File: src/rtl/pooled_doubly_linked_list_core_defines.svh
// ---------------------------------------------------------------------------
// pooled doubly linked list core - assertion macros
// implication checks clocked on i_clk, disabled during reset
// ---------------------------------------------------------------------------
`ifndef POOLED_DOUBLY_LINKED_LIST_CORE_DEFINES_SVH
`define POOLED_DOUBLY_LINKED_LIST_CORE_DEFINES_SVH
`ifndef SYNTHESIS
`define PDL_ASSERT_SAME(lbl, ante, cons) \
    lbl: assert property (@(posedge i_clk) disable iff (!i_rst_n) (ante) |-> (cons)) \
        else $error("pdl assertion failed");
`define PDL_ASSERT_NEXT(lbl, ante, cons) \
    lbl: assert property (@(posedge i_clk) disable iff (!i_rst_n) (ante) |=> (cons)) \
        else $error("pdl assertion failed");
`else
`define PDL_ASSERT_SAME(lbl, ante, cons)
`define PDL_ASSERT_NEXT(lbl, ante, cons)
`endif
`endif

File: src/rtl/pdl_pkg.sv
// ---------------------------------------------------------------------------
// pdl_pkg
// sizes, codes and helpers of the pooled doubly linked list core
// ---------------------------------------------------------------------------
package pdl_pkg;
    localparam int POOL_DEPTH    = 16;
    localparam int KEY_WIDTH     = 32;
    localparam int PAYLOAD_WIDTH = 32;
    localparam int IDX_W         = $clog2(POOL_DEPTH);
    localparam int LINK_W        = $clog2(POOL_DEPTH + 1);
    localparam logic [LINK_W-1:0] NULL_LINK = LINK_W'(POOL_DEPTH);

    typedef enum logic [2:0] {
        ACT_CLEAR    = 3'd0,
        ACT_INS_HEAD = 3'd1,
        ACT_INS_TAIL = 3'd2,
        ACT_INS_AFT  = 3'd3,
        ACT_DELETE   = 3'd4,
        ACT_SEARCH   = 3'd5
    } t_action;

    typedef enum logic [1:0] {
        ST_OK         = 2'd0,
        ST_FULL       = 2'd1,
        ST_NOT_FOUND  = 2'd2,
        ST_BAD_ANCHOR = 2'd3
    } t_status;

    function automatic logic is_slot(input logic [LINK_W-1:0] link);
        return link < LINK_W'(POOL_DEPTH);
    endfunction
endpackage

File: src/rtl/pdl_ram.sv
// ---------------------------------------------------------------------------
// pdl_ram
// simple dual port ram, one write and one registered read per cycle
// ---------------------------------------------------------------------------
module pdl_ram #(
    parameter int WIDTH = 8,
    parameter int DEPTH = 16
) (
    input  logic                     i_clk,
    input  logic                     i_we,
    input  logic [$clog2(DEPTH)-1:0] i_waddr,
    input  logic [WIDTH-1:0]         i_wdata,
    input  logic [$clog2(DEPTH)-1:0] i_raddr,
    output logic [WIDTH-1:0]         o_rdata
);
    logic [WIDTH-1:0] r_mem [DEPTH];
    logic [WIDTH-1:0] r_rdata;

    always_ff @(posedge i_clk) begin
        if (i_we) begin
            r_mem[i_waddr] <= i_wdata;
        end
        r_rdata <= r_mem[i_raddr];
    end

    assign o_rdata = r_rdata;
endmodule

File: src/rtl/pooled_doubly_linked_list_core.sv
// ---------------------------------------------------------------------------
// pooled doubly linked list core
// one doubly linked list over a fixed node pool, links and data in rams
// ---------------------------------------------------------------------------
// channel  direction  signals
// in       sink       i_in_valid / o_in_ready, action key payload anchor_index
// out      source     o_out_valid / i_out_ready, status slot key payload
//
// clear, unused actions and failed requests go straight to done; insert head
// passes node, fix and done; insert after reads the anchor first. search,
// delete and insert tail walk the list: read (ram latency), check per node.
// synchronous reset empties the list at once; ram contents need no clearing.
// a new beat is taken whenever the sequencer is idle, even while a result
// waits on the output register.
`include "pooled_doubly_linked_list_core_defines.svh"
module pooled_doubly_linked_list_core
    import pdl_pkg::*;
(
    input  logic        i_clk,
    input  logic        i_rst_n,
    input  logic        i_in_valid,
    output logic        o_in_ready,
    input  logic [2:0]  i_action,
    input  logic [31:0] i_key,
    input  logic [31:0] i_payload,
    input  logic [3:0]  i_anchor_index,
    output logic        o_out_valid,
    input  logic        i_out_ready,
    output logic [1:0]  o_status,
    output logic [3:0]  o_slot_index,
    output logic [31:0] o_found_key,
    output logic [31:0] o_found_payload
);
    typedef enum logic [2:0] {S_IDLE, S_RD, S_CHK, S_NODE, S_FIX, S_DONE} t_state;

    t_state                   r_state;
    logic [POOL_DEPTH-1:0]    r_used;
    logic [LINK_W-1:0]        r_head;
    t_action                  r_act;
    logic [KEY_WIDTH-1:0]     r_key;
    logic [PAYLOAD_WIDTH-1:0] r_pay;
    logic [IDX_W-1:0]         r_slot;
    logic [IDX_W-1:0]         r_cur;
    logic [LINK_W-1:0]        r_node_next;
    logic [LINK_W-1:0]        r_node_prev;
    logic                     r_fix_next_en;
    logic [IDX_W-1:0]         r_fix_next_addr;
    logic [LINK_W-1:0]        r_fix_next_data;
    logic                     r_fix_prev_en;
    logic [IDX_W-1:0]         r_fix_prev_addr;
    logic [LINK_W-1:0]        r_fix_prev_data;
    logic                     r_head_en;
    logic [LINK_W-1:0]        r_head_val;
    t_status                  r_res_status;
    logic [IDX_W-1:0]         r_res_slot;
    logic [KEY_WIDTH-1:0]     r_res_key;
    logic [PAYLOAD_WIDTH-1:0] r_res_pay;
    logic                     r_out_valid;
    t_status                  r_o_status;
    logic [IDX_W-1:0]         r_o_slot;
    logic [KEY_WIDTH-1:0]     r_o_key;
    logic [PAYLOAD_WIDTH-1:0] r_o_pay;

    logic                     free_any;
    logic [IDX_W-1:0]         free_idx;
    logic                     anchor_ok;
    logic [IDX_W-1:0]         anchor_idx;
    logic                     in_beat;
    logic [LINK_W-1:0]        rd_next;
    logic [LINK_W-1:0]        rd_prev;
    logic [KEY_WIDTH-1:0]     rd_key;
    logic [PAYLOAD_WIDTH-1:0] rd_pay;
    logic                     next_we;
    logic [IDX_W-1:0]         next_waddr;
    logic [LINK_W-1:0]        next_wdata;
    logic                     prev_we;
    logic [IDX_W-1:0]         prev_waddr;
    logic [LINK_W-1:0]        prev_wdata;
    logic                     node_we;
    logic                     key_hit;

    // lowest free slot
    always_comb begin
        free_any = 1'b0;
        free_idx = '0;
        for (int i = POOL_DEPTH - 1; i >= 0; i--) begin
            if (!r_used[i]) begin
                free_any = 1'b1;
                free_idx = IDX_W'(i);
            end
        end
    end

    assign anchor_idx = IDX_W'(i_anchor_index);
    assign anchor_ok  = (32'(i_anchor_index) < 32'(POOL_DEPTH)) && r_used[anchor_idx];
    assign in_beat    = i_in_valid && (r_state == S_IDLE);
    assign key_hit    = (rd_key == r_key);

    assign node_we    = (r_state == S_NODE);
    assign next_we    = node_we || ((r_state == S_FIX) && r_fix_next_en);
    assign next_waddr = node_we ? r_slot : r_fix_next_addr;
    assign next_wdata = node_we ? r_node_next : r_fix_next_data;
    assign prev_we    = node_we || ((r_state == S_FIX) && r_fix_prev_en);
    assign prev_waddr = node_we ? r_slot : r_fix_prev_addr;
    assign prev_wdata = node_we ? r_node_prev : r_fix_prev_data;

    pdl_ram #(.WIDTH(LINK_W), .DEPTH(POOL_DEPTH)) u_next_ram (
        .i_clk(i_clk), .i_we(next_we), .i_waddr(next_waddr), .i_wdata(next_wdata),
        .i_raddr(r_cur), .o_rdata(rd_next)
    );
    pdl_ram #(.WIDTH(LINK_W), .DEPTH(POOL_DEPTH)) u_prev_ram (
        .i_clk(i_clk), .i_we(prev_we), .i_waddr(prev_waddr), .i_wdata(prev_wdata),
        .i_raddr(r_cur), .o_rdata(rd_prev)
    );
    pdl_ram #(.WIDTH(KEY_WIDTH), .DEPTH(POOL_DEPTH)) u_key_ram (
        .i_clk(i_clk), .i_we(node_we), .i_waddr(r_slot), .i_wdata(r_key),
        .i_raddr(r_cur), .o_rdata(rd_key)
    );
    pdl_ram #(.WIDTH(PAYLOAD_WIDTH), .DEPTH(POOL_DEPTH)) u_pay_ram (
        .i_clk(i_clk), .i_we(node_we), .i_waddr(r_slot), .i_wdata(r_pay),
        .i_raddr(r_cur), .o_rdata(rd_pay)
    );

    always_ff @(posedge i_clk) begin
        if (!i_rst_n) begin
            r_state     <= S_IDLE;
            r_used      <= '0;
            r_head      <= NULL_LINK;
            r_out_valid <= 1'b0;
        end else begin
            if (r_out_valid && i_out_ready && (r_state != S_DONE)) begin
                r_out_valid <= 1'b0;
            end
            unique case (r_state)
                S_IDLE: begin
                    if (in_beat) begin
                        r_act         <= t_action'(i_action);
                        r_key         <= i_key[KEY_WIDTH-1:0];
                        r_pay         <= i_payload[PAYLOAD_WIDTH-1:0];
                        r_slot        <= free_idx;
                        r_fix_next_en <= 1'b0;
                        r_fix_prev_en <= 1'b0;
                        r_head_en     <= 1'b0;
                        r_res_status  <= ST_OK;
                        r_res_slot    <= '0;
                        r_res_key     <= '0;
                        r_res_pay     <= '0;
                        r_state       <= S_DONE;
                        unique case (i_action)
                            ACT_CLEAR: begin
                                r_used <= '0;
                                r_head <= NULL_LINK;
                            end
                            ACT_INS_HEAD: begin
                                if (!free_any) begin
                                    r_res_status <= ST_FULL;
                                end else begin
                                    r_node_next     <= r_head;
                                    r_node_prev     <= NULL_LINK;
                                    r_fix_prev_en   <= is_slot(r_head);
                                    r_fix_prev_addr <= r_head[IDX_W-1:0];
                                    r_fix_prev_data <= LINK_W'(free_idx);
                                    r_head_en       <= 1'b1;
                                    r_head_val      <= LINK_W'(free_idx);
                                    r_state         <= S_NODE;
                                end
                            end
                            ACT_INS_TAIL: begin
                                if (!free_any) begin
                                    r_res_status <= ST_FULL;
                                end else if (!is_slot(r_head)) begin
                                    r_node_next <= NULL_LINK;
                                    r_node_prev <= NULL_LINK;
                                    r_head_en   <= 1'b1;
                                    r_head_val  <= LINK_W'(free_idx);
                                    r_state     <= S_NODE;
                                end else begin
                                    r_cur   <= r_head[IDX_W-1:0];
                                    r_state <= S_RD;
                                end
                            end
                            ACT_INS_AFT: begin
                                if (!anchor_ok) begin
                                    r_res_status <= ST_BAD_ANCHOR;
                                end else if (!free_any) begin
                                    r_res_status <= ST_FULL;
                                end else begin
                                    r_cur   <= anchor_idx;
                                    r_state <= S_RD;
                                end
                            end
                            ACT_DELETE, ACT_SEARCH: begin
                                if (!is_slot(r_head)) begin
                                    r_res_status <= ST_NOT_FOUND;
                                end else begin
                                    r_cur   <= r_head[IDX_W-1:0];
                                    r_state <= S_RD;
                                end
                            end
                            default: begin
                            end
                        endcase
                    end
                end
                S_RD: begin
                    r_state <= S_CHK;
                end
                S_CHK: begin
                    priority case (r_act)
                        ACT_INS_TAIL: begin
                            if (is_slot(rd_next)) begin
                                r_cur   <= rd_next[IDX_W-1:0];
                                r_state <= S_RD;
                            end else begin
                                r_node_next     <= NULL_LINK;
                                r_node_prev     <= LINK_W'(r_cur);
                                r_fix_next_en   <= 1'b1;
                                r_fix_next_addr <= r_cur;
                                r_fix_next_data <= LINK_W'(r_slot);
                                r_state         <= S_NODE;
                            end
                        end
                        ACT_INS_AFT: begin
                            r_node_next     <= rd_next;
                            r_node_prev     <= LINK_W'(r_cur);
                            r_fix_next_en   <= 1'b1;
                            r_fix_next_addr <= r_cur;
                            r_fix_next_data <= LINK_W'(r_slot);
                            r_fix_prev_en   <= is_slot(rd_next);
                            r_fix_prev_addr <= rd_next[IDX_W-1:0];
                            r_fix_prev_data <= LINK_W'(r_slot);
                            r_state         <= S_NODE;
                        end
                        default: begin
                            if (key_hit) begin
                                r_res_slot <= r_cur;
                                r_res_key  <= rd_key;
                                r_res_pay  <= rd_pay;
                                if (r_act == ACT_DELETE) begin
                                    r_used[r_cur]   <= 1'b0;
                                    r_fix_next_en   <= is_slot(rd_prev);
                                    r_fix_next_addr <= rd_prev[IDX_W-1:0];
                                    r_fix_next_data <= rd_next;
                                    r_head_en       <= !is_slot(rd_prev);
                                    r_head_val      <= rd_next;
                                    r_fix_prev_en   <= is_slot(rd_next);
                                    r_fix_prev_addr <= rd_next[IDX_W-1:0];
                                    r_fix_prev_data <= rd_prev;
                                    r_state         <= S_FIX;
                                end else begin
                                    r_state <= S_DONE;
                                end
                            end else if (is_slot(rd_next)) begin
                                r_cur   <= rd_next[IDX_W-1:0];
                                r_state <= S_RD;
                            end else begin
                                r_res_status <= ST_NOT_FOUND;
                                r_state      <= S_DONE;
                            end
                        end
                    endcase
                end
                S_NODE: begin
                    r_used[r_slot] <= 1'b1;
                    r_res_slot     <= r_slot;
                    r_res_key      <= r_key;
                    r_res_pay      <= r_pay;
                    r_state        <= S_FIX;
                end
                S_FIX: begin
                    if (r_head_en) begin
                        r_head <= r_head_val;
                    end
                    r_state <= S_DONE;
                end
                S_DONE: begin
                    if (!r_out_valid || i_out_ready) begin
                        r_out_valid <= 1'b1;
                        r_o_status  <= r_res_status;
                        r_o_slot    <= r_res_slot;
                        r_o_key     <= r_res_key;
                        r_o_pay     <= r_res_pay;
                        r_state     <= S_IDLE;
                    end
                end
                default: begin
                    r_state <= S_IDLE;
                end
            endcase
        end
    end

    assign o_in_ready      = (r_state == S_IDLE);
    assign o_out_valid     = r_out_valid;
    assign o_status        = r_o_status;
    assign o_slot_index    = 4'(r_o_slot);
    assign o_found_key     = 32'(r_o_key);
    assign o_found_payload = 32'(r_o_pay);

    `PDL_ASSERT_SAME(a_node_slot_free, r_state == S_NODE, !r_used[r_slot])
    `PDL_ASSERT_NEXT(a_fix_then_done, r_state == S_FIX, r_state == S_DONE)
    `PDL_ASSERT_SAME(a_fail_zero, r_out_valid && r_o_status != ST_OK, r_o_slot == '0 && r_o_key == '0)
endmodule
File: config.mk
export PLATFORM = sky130hd
export DESIGN_NAME = pooled_doubly_linked_list_core
export DESIGN_NICKNAME = d
export VERILOG_FILES = /design/src/rtl/pdl_pkg.sv /design/src/rtl/pdl_ram.sv /design/src/rtl/pooled_doubly_linked_list_core.sv
export VERILOG_INCLUDE_DIRS = /design/src /design/src/rtl
export SDC_FILE = /design/constraint.sdc
export NUM_CORES = 2
export LEC_CHECK = 0
export BUFFER_PORTS_ARGS = -buffer_cell sky130_fd_sc_hd__buf_2
export CORE_MARGIN = 2
export CORE_UTILIZATION = 60
export DETAILED_ROUTE_END_ITERATION = 10
export GPL_TIMING_DRIVEN = 1
export PLACE_DENSITY = 0.77
export SYNTH_ARGS = -nofsm -noshare
export SYNTH_HDL_FRONTEND = slang
export SYNTH_HIERARCHICAL = 1
export SYNTH_SLANG_ARGS = --single-unit
File: constraint.sdc
create_clock -name i_clk -period 14.7 [get_ports i_clk]
set_input_delay 1.47 -clock i_clk [delete_from_list [all_inputs] [get_ports i_clk]]
set_output_delay 1.47 -clock i_clk [all_outputs]
set_load 0.01 [all_outputs]
Word-level counts from Yosys, hierarchy flattened
Memory sizes are Yosys's and may differ from the RTL's. A register that Yosys moved wholly into a read port is not among the register bits. Index checks and enable logic that the tools add are counted.

Reductions and logical operators: 37. Multiply operators: 0. Mux-type cells: 170. Divide/modulo/power cells: 0. Magnitude comparators: 8. Add/sub/neg operators: 0. Bitwise operators: 3. Shift operators: 0. Eq/ne operators: 43.

Operators with widths (number): 32-bit case mux with 3 select lines (2); 32-bit 2-to-1 mux (5); 4-bit 2-to-1 mux (36); 5-bit 2-to-1 mux (25); 5-bit case mux with 2 select lines (12); 16-bit 2-to-1 mux (5); 16-bit case mux with 3 select lines (1); 1-bit 2-to-1 mux (46); 4-bit case mux with 2 select lines (5); 3-bit != test (second input constant) (11); 32-bit == test (1); 6-bit AND reduction (5); 3-bit 2-to-1 mux (9); 4-bit case mux with 3 select lines (2); 2-bit != test (second input constant) (10); 3-bit by 2-bit == test with 1-bit output (second input constant) (6); 3-bit case mux with 6 select lines (1); 9-bit AND reduction (2); 16-bit bitwise AND (1); 2-bit 2-to-1 mux (8); 16-bit inverter (1); 16-bit bitwise OR (1); 3-bit == test (second input constant) (5); 4-bit by 5-bit less-than comparator with 1-bit output (second input constant) (3); other kinds (27) (58).

Word-level logic and storage cells: 292. Memory bits (writable): 1184. Output and inout bits: 72. Input port bits: 75. ROM bits: 0. Register bits: 276. Bits in latches: 0. Memories kept: 4.

Memory list: u_key_ram.r_mem (depth 16, bits a word 32, rd ports 1, clocked after Yosys merged registers in 1, wr ports 1, RTL line pdl_ram.sv:16) `logic [WIDTH-1:0] r_mem [DEPTH];`; u_pay_ram.r_mem (depth 16, bits a word 32, rd ports 1, clocked after Yosys merged registers in 1, wr ports 1, RTL line pdl_ram.sv:16); u_next_ram.r_mem (depth 16, bits a word 5, rd ports 1, clocked after Yosys merged registers in 1, wr ports 1, RTL line pdl_ram.sv:16); u_prev_ram.r_mem (depth 16, bits a word 5, rd ports 1, clocked after Yosys merged registers in 1, wr ports 1, RTL line pdl_ram.sv:16).

Logic depth before layout (Yosys ltp)
Word-level depth: 21. Gate-level depth with buffers: 10. Gate-level depth less buffers: 7.

Modules after synthesis
The synthesis kept the hierarchy.

Modules (own cells, without submodules): pdl_ram (u_key_ram ...) (sequential area each 16015.4 µm², instances 2, area an instance 19835.3 µm², cells each 838); pooled_doubly_linked_list_core (sequential area each 8037.7 µm², instances 1, area an instance 11224.5 µm², cells each 797); pdl_ram (u_next_ram ...) (sequential area each 2502.4 µm², instances 2, area an instance 3213.1 µm², cells each 155).

Least setup slack after synthesis
Ideal clock, no wire load.

Path type: input-to-reg. From: input i_rst_n. To: register r_res_key[0], enable pin. Stages: 2. Data arrival time: 12.283 ns. Slack: 1.558 ns. Required time: 13.842 ns. Library setup time: 0.858 ns. Buffers on the path: 0. Cell sequence: clkinv_1 a2111oi_0.

Cells in the longest elaborated chain, start to end: 1.

Ends and longest elaborated chain: start, declared (RTL line pooled_doubly_linked_list_core.sv:20) `input logic i_rst_n,`; 5-bit AND reduction (no source line); end signal, assigned (RTL line pooled_doubly_linked_list_core.sv:237) `r_res_key <= rd_key;`; end signal, assigned (RTL line pooled_doubly_linked_list_core.sv:266) `r_res_key <= r_key;`; end, declared (RTL line pooled_doubly_linked_list_core.sv:56) `logic [KEY_WIDTH-1:0] r_res_key;`.

Every way passes these cells. A chain may end at the register's enable or synchronous reset.

Final worst setup path
From: register r_key[27]. To: register r_res_pay[10], enable pin.

Cells in the longest elaborated chain, start to end: 3.

Ends and longest elaborated chain: start, declared (RTL line pooled_doubly_linked_list_core.sv:40) `logic [KEY_WIDTH-1:0] r_key;`; start signal, assigned (RTL line pooled_doubly_linked_list_core.sv:138) `r_key <= i_key[KEY_WIDTH-1:0];`; 32-bit == test (RTL line pooled_doubly_linked_list_core.sv:97) `assign key_hit = (rd_key == r_key);`; 2-bit != test (no source line); 5-bit AND reduction (no source line); end signal, assigned (RTL line pooled_doubly_linked_list_core.sv:238) `r_res_pay <= rd_pay;`; end signal, assigned (RTL line pooled_doubly_linked_list_core.sv:267) `r_res_pay <= r_pay;`; end, declared (RTL line pooled_doubly_linked_list_core.sv:57) `logic [PAYLOAD_WIDTH-1:0] r_res_pay;`.

Every way passes these cells.

==> metrics.md <==
| Metric | Value |
|---|---|
| Outcome | `finished clean` |
| Critical path cell sequence | `xnor2_1, nand4_1, nor4_2, and2_1, nor2_1, a2111oi_2, buf_4` |
| First-pass GRT wire length | `194000 um` |
| Die Area | `98000 um2` |
| Vias post-DR | `29.1k` |
| Drt total wl | `131000 um` |
| Setup bufs post-CTS | `0` |
| Worst reg-to-reg path cell count | `7` |
| IO buf count | `146` |
| Reg clk slew, reported paths | `60 ps` |
| HP Start | `r_res_key[25]` |
| Critical Setup Path Class | `register to register` |
| Peak VDD IR | `0.139 mV` |
| Synth top area cells | `edfxtp_1 (75%), mux4_2 (12%), dfxtp_1 (3.5%), a22oi_1 (1.8%), nand2_1 (1.3%)` |
| Cells after Synth | `2783` |
| Hold_buf cts | `0` |
| CTS tree | `yes` |
| Slowest cell on the critical path | `nor4_2` |
| DRT iter0 DRCs | `3682` |
| Worst-path fanout max | `34` |
| Setup TNS | `0 ps` |
| Post-synth top area cell | `edfxtp_1` |
| Hold endpoint | `o_found_key[25]` |
| Post-DRT Antenna Nets | `0` |
| H-tree depth | `4` |
| Flop-to-flop setup slack | `10140 ps` |
| GPL Wtd Cong | `0.899` |
| Fin Clk Skew | `27.1 ps` |
| Fin. Hold Viols | `0` |
| Min cycle time layout | `4560 ps` |
| Top FF cell, synth | `edfxtp_1` |
| Average wire per standard cell | `29.8 um` |
| Average cell area after synthesis | `20.6 um2` |
| Critical path endpoint category | `register` |
| Largest net degree at the start of global routing | `158` |
| # IOs | `147` |
| Die width | `313 um` |
| Syn Nets | `2858` |
| Total GRT Usage | `27.0%` |
| Post-CTS Resized | `0` |
| Dpl hpwl | `68000 um` |
| Synth Register Bits | `1534` |
| Via/cell ratio | `6.62` |
| Clock tree buffer depth | `3` |
| Register area | `45100 um2` |
| DIE HEIGHT | `313 um` |
| Number of synthesis warnings | `6` |
| Placeable Area | `94900 um2` |
| CP arrival | `4930 ps` |
| Worst setup path startpoint | `r_key[27]` |
| Fraction of layout cells with a size suffix above 1 | `25.2%` |
| Vias in the first global route | `30.4k` |
| Footprint of the multi-input gates | `11800 um2` |
| Final core utilization | `68.3%` |
| Worst setup SP type | `register` |
| R2R Path Start | `r_key[27]` |
| Worst Path Required | `15070 ps` |
| Sink Count | `1534` |
| Cell area after synthesis | `57300 um2` |
| Max_slew headroom | `13.0%` |
| Worst hold path depth | `0` |
| First-pass DRT Iterations | `6` |
| Slowest stage delay, CP | `1140 ps` |
| # diodes | `0` |
| Worst r2r dst | `r_res_pay[10]` |
| Antenna violations before repair | `2` |
| Initial Utilization | `60.4%` |
| Final period util | `31.0%` |
| Hold Path Class | `register to register` |
| Area added between synthesis and finish | `13.1%` |
| Slew Limit Fails | `0` |
| P per Cell Area | `142 nW/um2` |
| Async SR Flop Fraction | `0%` |
| Yosys top cell area share | `75.2%` |
| Final setup fails | `0` |
| Most frequent cells in the layout | `edfxtp_1 (1435), mux4_2 (301), nand2_1 (206)` |
| Unrepaired setup endpoints after global routing | `false` |
| Post-synth EDFFs | `1435` |
| Post-synthesis sequential area ratio | `78.6%` |
| Filler instances | `5587` |
| Global route overflow | `0` |
| Root Buffer | `clkbuf_16` |
| Rows | `113` |
| Fin nets | `3080` |
| Static leakage | `21.0 nW` |
| Worst slew pin tran | `1290 ps` |
| Fmax | `0.219 GHz` |
| Num CTS Buffers | `149` |
| Synth cell types | `54` |
| Max cap viols | `0` |
| Residual DRC | `0` |
| Clock latency on the worst-skew pair | `750 ps` |
| Most common cell after layout, fill and taps aside | `edfxtp_1` |
routing by layer:
metal	up-vias	track usage (%)	wire, um
li1	11900	-	-
met1	15100	35.6	47800
met2	1788	45.3	67300
met3	291	5.21	11700
met4	2	10.5	4370
met5	-	0	11
how the worst max path moves through the flow:
| stage | end | slack (ps) | depth (start not counted) |
|---|---|---|---|
| after floorplan | r_res_key[0] | 1560 | 2 |
| after detailed placement | r_res_key[14] | 10160 | 7 |
| after global placement | r_res_key[14] | 10250 | 7 |
| after CTS | r_res_pay[11] | 10130 | 7 |
| final | r_res_pay[10] | 10140 | 7 |
| after global routing | r_res_pay[11] | 10070 | 7 |
power by group:
group          switching, W  leakage, nW  internal, W
sequential        0.0000936         13.8      0.00489
clock               0.00161         2.48      0.00228
combinational      0.000211         4.77     0.000104
total               0.00191         21.0      0.00727
cells in the mapped netlist (all sizes together) (2+ instances only):
library cell and instances:
a2111oi 5, a22oi 139, a22o 83, dfxtp 99, mux4 301, a31oi 8
nand4 17, a21boi 3, mux2i 7, buf 76, xnor2 32, nand3b 9
clkinv 2, clkbuf 60, or3b 4, or2 4, a21oi 38, o211ai 3
and2 6, nand3 32, nor2 69, nor4 4, inv 13, a21o 3
and3 7, nor2b 12, edfxtp 1435, nand2b 21, a211oi 17, nor3 19
o21ai 35, nand2 206
state kept, by name (all words and copies together) (netlist names), 80 cells and up:
signal,cells
u_prev_ram/r_mem,80
u_next_ram/r_mem,80
u_key_ram/r_mem,512
u_pay_ram/r_mem,512
kinds of logic (layout without fill, tap and decap cells):
logic type                Yosys count  after routing  synth area share [%]
buffers and inverters             151            500                  1.26
muxes                             308            308                  11.9
DFF                              1534           1534                  78.6
xor gates and xnor gates           32             32                 0.489
and+or+nand+nor                   416            416                  3.31
AOI/OAI and AO/OA                 342            342                  4.36
worst max-delay path: cells and delay by family, from the launching register on:
family,cells,cell delay [ps]
buf+inv,1,640
flops,1,630
simple gates,4,1700
xor+xnor,1,710
compound gates,1,490
layout make-up:
class / instances / area share [%]
sequential: 1534 / 69.5
multi-input combinational: 1098 / 18.2
clock buffer: 208 / 6.47
tap: 1265 / 2.44
timing repair buffer: 207 / 1.89
clock inverter: 70 / 1.36
inverter: 15 / 0.0907
metrics by stage:
step | setup WS, ps | cells | area [um2] | hold slack [ps] | power [W]
floorplan | 1560 | 2783 | 57300 | 400 | 0.00524
global placement | 10250 | 4119 | 59800 | 402 | 0.00536
detailed placement | 10160 | 4119 | 59800 | 406 | 0.00538
CTS | 10130 | 4397 | 64800 | 420 | 0.00923
global route | 10070 | 4397 | 64800 | 423 | 0.00942
finish | 10140 | 4397 | 64800 | 421 | 0.00918
Power figures use the tool's default switching activity.
